--- config.mk ---
export PLATFORM = sky130hd
export DESIGN_NAME = vri_ctrl
export DESIGN_NICKNAME = d
export VERILOG_FILES = /design/src/rtl/vri_pkg.sv /design/src/rtl/vri_ctrl.sv
export SDC_FILE = /design/constraint.sdc
export NUM_CORES = 1
export LEC_CHECK = 0
export BUFFER_PORTS_ARGS = -buffer_cell sky130_fd_sc_hd__buf_2
export CELL_PAD_IN_SITES_DETAIL_PLACEMENT = 0
export CELL_PAD_IN_SITES_GLOBAL_PLACEMENT = 1
export CORE_UTILIZATION = 34
export CTS_CLUSTER_DIAMETER = 40
export DETAILED_ROUTE_END_ITERATION = 10
export PLACE_DENSITY = 0.73
export SYNTH_ARGS = -nofsm -noshare
export SYNTH_HDL_FRONTEND = slang
export SYNTH_SLANG_ARGS = --single-unit
--- constraint.sdc ---
create_clock -name clk -period 2.1 [get_ports clk]
set_clock_uncertainty 0.2 [all_clocks]
set_input_delay 0.42 -clock clk [delete_from_list [all_inputs] [get_ports clk]]
set_output_delay 0.42 -clock clk [all_outputs]
set_load 0.01 [all_outputs]
--- src/rtl/vri_pkg.sv ---
// shared types and constants for the voltage regulator interlock step block
// no dependencies; used by the controller, the datapath, the top level, the checker and the testbench
package vri_pkg;

  typedef enum logic [2:0] {
    ST_IDLE,
    ST_PREP,
    ST_MUL_GO,
    ST_MUL_WAIT,
    ST_DIV_GO,
    ST_DIV_WAIT,
    ST_OUT
  } vri_state_t;

  typedef enum logic [2:0] {
    MOP_DTW,
    MOP_GDIFF,
    MOP_GG,
    MOP_KG,
    MOP_GRATE,
    MOP_UV
  } mul_op_t;

  typedef enum logic {
    DIV_G,
    DIV_RATE
  } div_sel_t;

  typedef enum logic [3:0] {
    WB_NONE,
    WB_G_DIRECT,
    WB_G_DIV,
    WB_NUM,
    WB_M2,
    WB_DEN,
    WB_RATE,
    WB_POS,
    WB_UV
  } wb_t;

  // register indexes on the configuration port
  localparam logic [2:0] REG_TICKS_PER_SECOND = 3'd0;
  localparam logic [2:0] REG_RISE_SETTLE      = 3'd1;
  localparam logic [2:0] REG_FALL_SETTLE      = 3'd2;
  localparam logic [2:0] REG_LEVEL_ONE        = 3'd3;
  localparam logic [2:0] REG_LEVEL_TWO        = 3'd4;
  localparam logic [2:0] REG_LEVEL_THREE      = 3'd5;

  localparam logic [63:0] W_RAD      = 64'd2000000;
  localparam logic [63:0] UV_PER_V   = 64'd1000000;
  localparam logic [20:0] UV_MAX     = 21'd2000000;
  localparam logic [63:0] INT64_MAX  = 64'h7FFF_FFFF_FFFF_FFFF;

  typedef struct packed {
    logic [40:0] ticks_per_second;
    logic [31:0] rise_settle_ticks;
    logic [31:0] fall_settle_ticks;
    logic [23:0] level_one_khz;
    logic [23:0] level_two_khz;
    logic [23:0] level_three_khz;
  } vri_cfg_t;

  typedef struct packed {
    logic     in_ready;
    logic     prep;
    logic     mul_go;
    mul_op_t  mul_op;
    logic     div_go;
    div_sel_t div_sel;
    wb_t      wb;
    logic     load_out;
  } vri_cmd_t;

  typedef struct packed {
    logic started;
    logic mul_done;
    logic div_done;
    logic g_direct;
    logic out_free;
  } vri_status_t;

endpackage

--- src/rtl/vri_ctrl.sv ---
// controller state machine: sequences interlock, step size, filter update
// depends on vri_pkg; drives the datapath through vri_cmd_t
module vri_ctrl
  import vri_pkg::*;
(
  input  logic        clk,
  input  logic        rst,
  input  logic        in_valid,
  input  vri_status_t status,
  output vri_cmd_t    cmd
);

  vri_state_t state, state_next;
  mul_op_t    mul_op, mul_op_next;
  div_sel_t   div_sel, div_sel_next;

  always_ff @(posedge clk) begin
    if (rst) begin
      state   <= ST_IDLE;
      mul_op  <= MOP_DTW;
      div_sel <= DIV_G;
    end else begin
      state   <= state_next;
      mul_op  <= mul_op_next;
      div_sel <= div_sel_next;
    end
  end

  always_comb begin
    state_next   = state;
    mul_op_next  = mul_op;
    div_sel_next = div_sel;
    unique case (state)
      ST_IDLE: begin
        if (in_valid) state_next = ST_PREP;
      end
      ST_PREP: begin
        state_next  = ST_MUL_GO;
        mul_op_next = status.started ? MOP_DTW : MOP_UV;
      end
      ST_MUL_GO: state_next = ST_MUL_WAIT;
      ST_MUL_WAIT: begin
        if (status.mul_done) begin
          state_next = ST_MUL_GO;
          unique case (mul_op)
            MOP_DTW: begin
              if (status.g_direct) begin
                mul_op_next = MOP_GDIFF;
              end else begin
                state_next   = ST_DIV_GO;
                div_sel_next = DIV_G;
              end
            end
            MOP_GDIFF: mul_op_next = MOP_GG;
            MOP_GG:    mul_op_next = MOP_KG;
            MOP_KG: begin
              state_next   = ST_DIV_GO;
              div_sel_next = DIV_RATE;
            end
            MOP_GRATE: mul_op_next = MOP_UV;
            MOP_UV:    state_next  = ST_OUT;
            default:   state_next  = ST_IDLE;
          endcase
        end
      end
      ST_DIV_GO: state_next = ST_DIV_WAIT;
      ST_DIV_WAIT: begin
        if (status.div_done) begin
          state_next  = ST_MUL_GO;
          mul_op_next = (div_sel == DIV_G) ? MOP_GDIFF : MOP_GRATE;
        end
      end
      ST_OUT: begin
        if (status.out_free) state_next = ST_IDLE;
      end
      default: state_next = ST_IDLE;
    endcase
  end

  always_comb begin
    cmd          = '0;
    cmd.mul_op   = mul_op;
    cmd.div_sel  = div_sel;
    cmd.wb       = WB_NONE;
    unique case (state)
      ST_IDLE:   cmd.in_ready = 1'b1;
      ST_PREP:   cmd.prep     = 1'b1;
      ST_MUL_GO: cmd.mul_go   = 1'b1;
      ST_MUL_WAIT: begin
        if (status.mul_done) begin
          unique case (mul_op)
            MOP_DTW:   cmd.wb = status.g_direct ? WB_G_DIRECT : WB_NONE;
            MOP_GDIFF: cmd.wb = WB_NUM;
            MOP_GG:    cmd.wb = WB_M2;
            MOP_KG:    cmd.wb = WB_DEN;
            MOP_GRATE: cmd.wb = WB_POS;
            MOP_UV:    cmd.wb = WB_UV;
            default:   cmd.wb = WB_NONE;
          endcase
        end
      end
      ST_DIV_GO: cmd.div_go = 1'b1;
      ST_DIV_WAIT: begin
        if (status.div_done) cmd.wb = (div_sel == DIV_G) ? WB_G_DIV : WB_RATE;
      end
      ST_OUT: cmd.load_out = status.out_free;
      default: cmd = '0;
    endcase
  end

endmodule

* Word-level counts from Yosys, hierarchy flattened
Cells that the tools add are included.
** Operators by class
- Equality and inequality tests :: 18
- Reduce and logical (&&, ||, !) cells :: 9
- Muxes and demuxes :: 29
** Operators by type and width (number)
- 3-bit 2-to-1 mux :: 13
- 3-bit one-hot mux with 4 select lines :: 2
- 4-bit one-hot mux with 6 select lines :: 1
- 3-bit one-hot mux with 7 select lines :: 1
- 3-bit equality test, second input constant :: 5
- 3-bit by 2-bit equality test with 1-bit output, second input constant :: 4
- 2-bit inequality test, second input constant :: 5
- 3-bit one-hot mux with 3 select lines :: 1
- 1-bit 2-to-1 mux :: 8
- 4-bit one-hot mux with 2 select lines :: 1
- 4-bit AND reduction :: 2
- 7-bit OR reduction :: 1
- 3-bit by 1-bit equality test with 1-bit output, second input constant :: 2
- 3-bit logical NOT :: 2
- 5-bit by 1-bit inequality test with 1-bit output, second input constant :: 1
- 5-bit AND reduction :: 1
- 4-bit 2-to-1 mux :: 1
- 3-bit inequality test, second input constant :: 1
- 3-bit nonzero test :: 1
- 3-bit OR reduction :: 1
- 1-bit one-hot mux with 2 select lines :: 1
- 2-bit nonzero test :: 1
** Word-level totals
- Output and inout bits :: 13
- Bits in registers :: 7

* Depth between registers and ports, before layout
- Depth in word-level cells :: 5
- Mapped depth :: 5
- Depth with buffers taken out :: 4

* Least setup slack after synthesis
OpenSTA, ideal clock, no wires.
- Kind :: flip-flop to output port
- From :: register mul_op[2]
- To :: output cmd[3] (netlist bit)
- Arrival :: 1.078 ns
- Slack :: 0.402 ns
- Data required time :: 1.480 ns
- Cell stages (with the launch flop) :: 6
- Cell sequence :: dfxtp_1 -> buf_4 -> nor2b_1 -> nor2b_1 -> nor2_1 -> o2bb2ai_1
** RTL lines
- start: declaration :: line vri_ctrl.sv:14 : mul_op_t mul_op, mul_op_next;
- start signal: assignment :: line vri_ctrl.sv:24 : mul_op <= mul_op_next;
- end: declaration :: line vri_ctrl.sv:10 : output vri_cmd_t cmd

==> flow_metrics.py <==
metrics = {
    "clock_tree": {
        "cts_buffers": 3,
        "h-tree-depth": 1,
        "root_buffer": "clkbuf_4",
        "clock_latency_ns": 0.25,
        "cts_tree": "yes",
        "cts.clk_slew.worst_paths_ns": 0.05,
        "cts_sinks": 7,
        "hold_buffers": 0,
        "cts.path.max_buffers": 2,
    },
    "layout": {
        "layout-drive-gt1-share_pct": 33.9,
        "fin_cells": 137,
        "multi_input_area_sq_um": 455,
        "fin_util_pct": 45.7,
        "nets": 121,
        "fillers": 195,
        "area.growth.synth_to_final_pct": 24.3,
        "num_antenna_cells": 0,
        "register_area_sq_um": 148,
    },
    "die": {
        "rows": 15,
        "core-area_sq_mm": 0.00176,
        "ios": 21,
        "die_h_um": 45.7,
        "start_util_pct": 36.7,
        "die_w_um": 45.7,
        "die_area_sq_mm": 0.00208,
    },
    "critical_path": {
        "crit_start": "mul_op[2]",
        "critPathCaptureType": "output pin",
        "r2r-end": "mul_op[2]",
        "startpoint_type": "flop",
        "r2r_cells": 5,
        "path_class": "reg -> out",
        "regToRegSetupSlack_ns": 0.37,
        "worst-path-max-fanout": 5,
        "crit_required_ns": 1.48,
        "cp.arrival_ns": 1.36,
        "r2r-start": "state[2]",
        "crit_path_end": "cmd[3]",
    },
    "flow_run": {
        "drv_cap": 0,
    },
    "sta": {
        "rsz0062_at_grt": "false",
        "finalMaxSlewViolations": 0,
        "tightestPinTransition_ns": 0.362,
        "setup_viol": 0,
        "hold_slack_ns": 0.250,
        "period_needed_ns": 1.98,
        "final.setup.tns_ns": 0,
        "hold_violations": 0,
        "fmax_mhz": 505,
        "max_slew_margin_pct": 75.8,
        "fin_crit_sh_pct": 94.3,
    },
    "global_routing": {
        "grt_usage_pct": 18.9,
        "antenna_found_initial": 0,
        "grt_max_degree": 15,
        "grt_remaining_overflow": 0,
        "first_global_vias": 636,
        "grt_pass1_wl_mm": 2.82,
    },
    "detailed_routing": {
        "vias": 714,
        "postRouteAntennaNets": 0,
        "wl_mm": 1.74,
        "drt-wirelength-per-cell_um": 12.7,
        "viasPerCell": 5.21,
        "drtIter0Drc": 12,
        "drcViolationCount": 0,
        "firstDrtPassIters": 4,
    },
    "place": {
        "hpwl_mm": 1.35,
        "io_buffers": 20,
        "dp_cells": 133,
        "gp_congestion": 0.827,
    },
    "power_and_ir_drop": {
        "comb_power_share_pct": 36.2,
        "peakVddDrop_mv": 0.273,
        "p_int_mw": 0.306,
        "power_switching_mw": 0.173,
        "seq_power_share_pct": 38.1,
        "switching_share_pct": 36.1,
        "p_leak_nw": 0.351,
        "clkPwrFrac_pct": 25.7,
        "p_per_area_mw_per_mm2": 594,
    },
    "logic_synthesis": {
        "synth_fp_nets": 99,
        "ys_warn_count": 0,
        "synth_cells": 91,
        "ys_seq_area_share_pct": 21.6,
        "synth_area_sq_um": 648,
        "ys_ff_latch": 7,
        "syn_area_per_cell_sq_um": 7.12,
        "synth_cell_type_count": 36,
    },
    "run_status": {
        "status": "complete, no violations",
    },
    "worst_hold_path": {
        "min_path_type": "in -> reg",
    },
}
==> synthesized netlist by cell type, drive strengths merged <==
library cell   n  area [sq um]
nor2          14          52.6
o31a           1          8.76
clkbuf         2          7.51
nor2b          4          25.0
buf            6          40.0
xor2           1          8.76
a21oi          5          25.0
o32ai          1          8.76
and3           2          12.5
nand3          2          10.0
nor4           1          21.3
o22ai          2          12.5
a221oi         1          8.76
a21boi         1          7.51
inv            2          7.51
dfxtp          7           140
nand2b         5          31.3
a22oi          2          15.0
nand2          4          15.0
a2bb2oi        1          8.76
nor3           4          20.0
and2           4          25.0
a31o           1          8.76
and2b          1          7.51
o21a           2          15.0
nor3b          2          15.0
o41ai          1          8.76
o2bb2ai        1          8.76
a211oi         1          7.51
and4           1          8.76
maj3           1          11.3
nor4bb         1          10.0
o21ai          7          35.0
==> layer usage <==
metal | up-vias | share of wire [%] | global-route usage [%]
met3 | 2 | 3.8 | 5.95
met2 | 18 | 47 | 30.3
met5 | - | 0 | 0
met1 | 325 | 48 | 24.6
li1 | 369 | - | -
met4 | 0 | 0.29 | 3.64
==> flip-flops by register name, summed over array words and instances (netlist names) <==
register,flops
div_sel,1
mul_op,3
state,3
==> layout by cell type, fill, tap and decap left out, types with 2 or more instances in the layout <==
master,count
a21oi_1,5
a22oi_1,2
and2_1,4
and3_1,2
buf_2,20
buf_4,5
clkbuf_4,3
dfxtp_2,6
inv_1,2
nand2_1,4
nand2b_1,5
nand3_1,2
nor2_1,14
nor2b_1,3
nor3_1,4
nor3b_1,2
o21a_1,2
o21ai_0,7
o22ai_1,2
==> power groups by stage <==
stage	clock, mW	combinational (mW)	sequential [mW]
floorplan	0	0.137	0.160
global placement	0	0.171	0.180
detailed placement	0	0.172	0.181
CTS	0.127	0.172	0.179
global route	0.136	0.193	0.185
finish	0.123	0.173	0.182
==> worst min path at each step <==
stage            start       end  slack (ns)  cells past startpoint
2_1_floorplan  div_sel   div_sel        0.29                      2
3_3_place_gp   div_sel   div_sel        0.34                      2
3_5_place_dp   div_sel   div_sel        0.34                      2
4_1_cts            rst   div_sel        0.25                      2
5_1_grt            rst  state[2]        0.25                      2
6_report           rst  state[2]        0.25                      2
==> layout make-up <==
type / count / area share, %
Clock buffer: 4 / 3.26
Multi-Input combinational cell: 74 / 56.5
Sequential cell: 7 / 18.3
Tap cell: 25 / 3.88
Inverter: 2 / 0.932
Timing Repair Buffer: 25 / 17.1
==> repair_timing <==
action / in CTS / in global routing
setup buffers: 0 / 0
setup endpoints to repair: 0 / 4
resized for setup: 0 / 7
==> through the flow <==
step	instance area, sq um	power [mW]	worst slack (ns)
after floorplan	648	0.297	0.402
after global placement	769	0.352	0.310
after CTS	796	0.478	0.0260
after global routing	806	0.515	0.00288
after detailed placement	769	0.354	0.296
final	806	0.479	0.119
==> worst max-delay path, stage by stage (launching register included) <==
cell and delay (ns):
dfxtp_2 0.37, nor2b_2 0.19, nor2b_1 0.19, nor2_1 0.06, o2bb2ai_1 0.15, buf_2 0.15
==> cell families after synthesis <==
group	share of synthesized area [%]
simple gates	39.2
fa+ha+maj	1.74
xor+xnor	1.35
flops	21.6
compound gates	27.6
buf+inv	8.49
(Power assumes the default switching activity.)
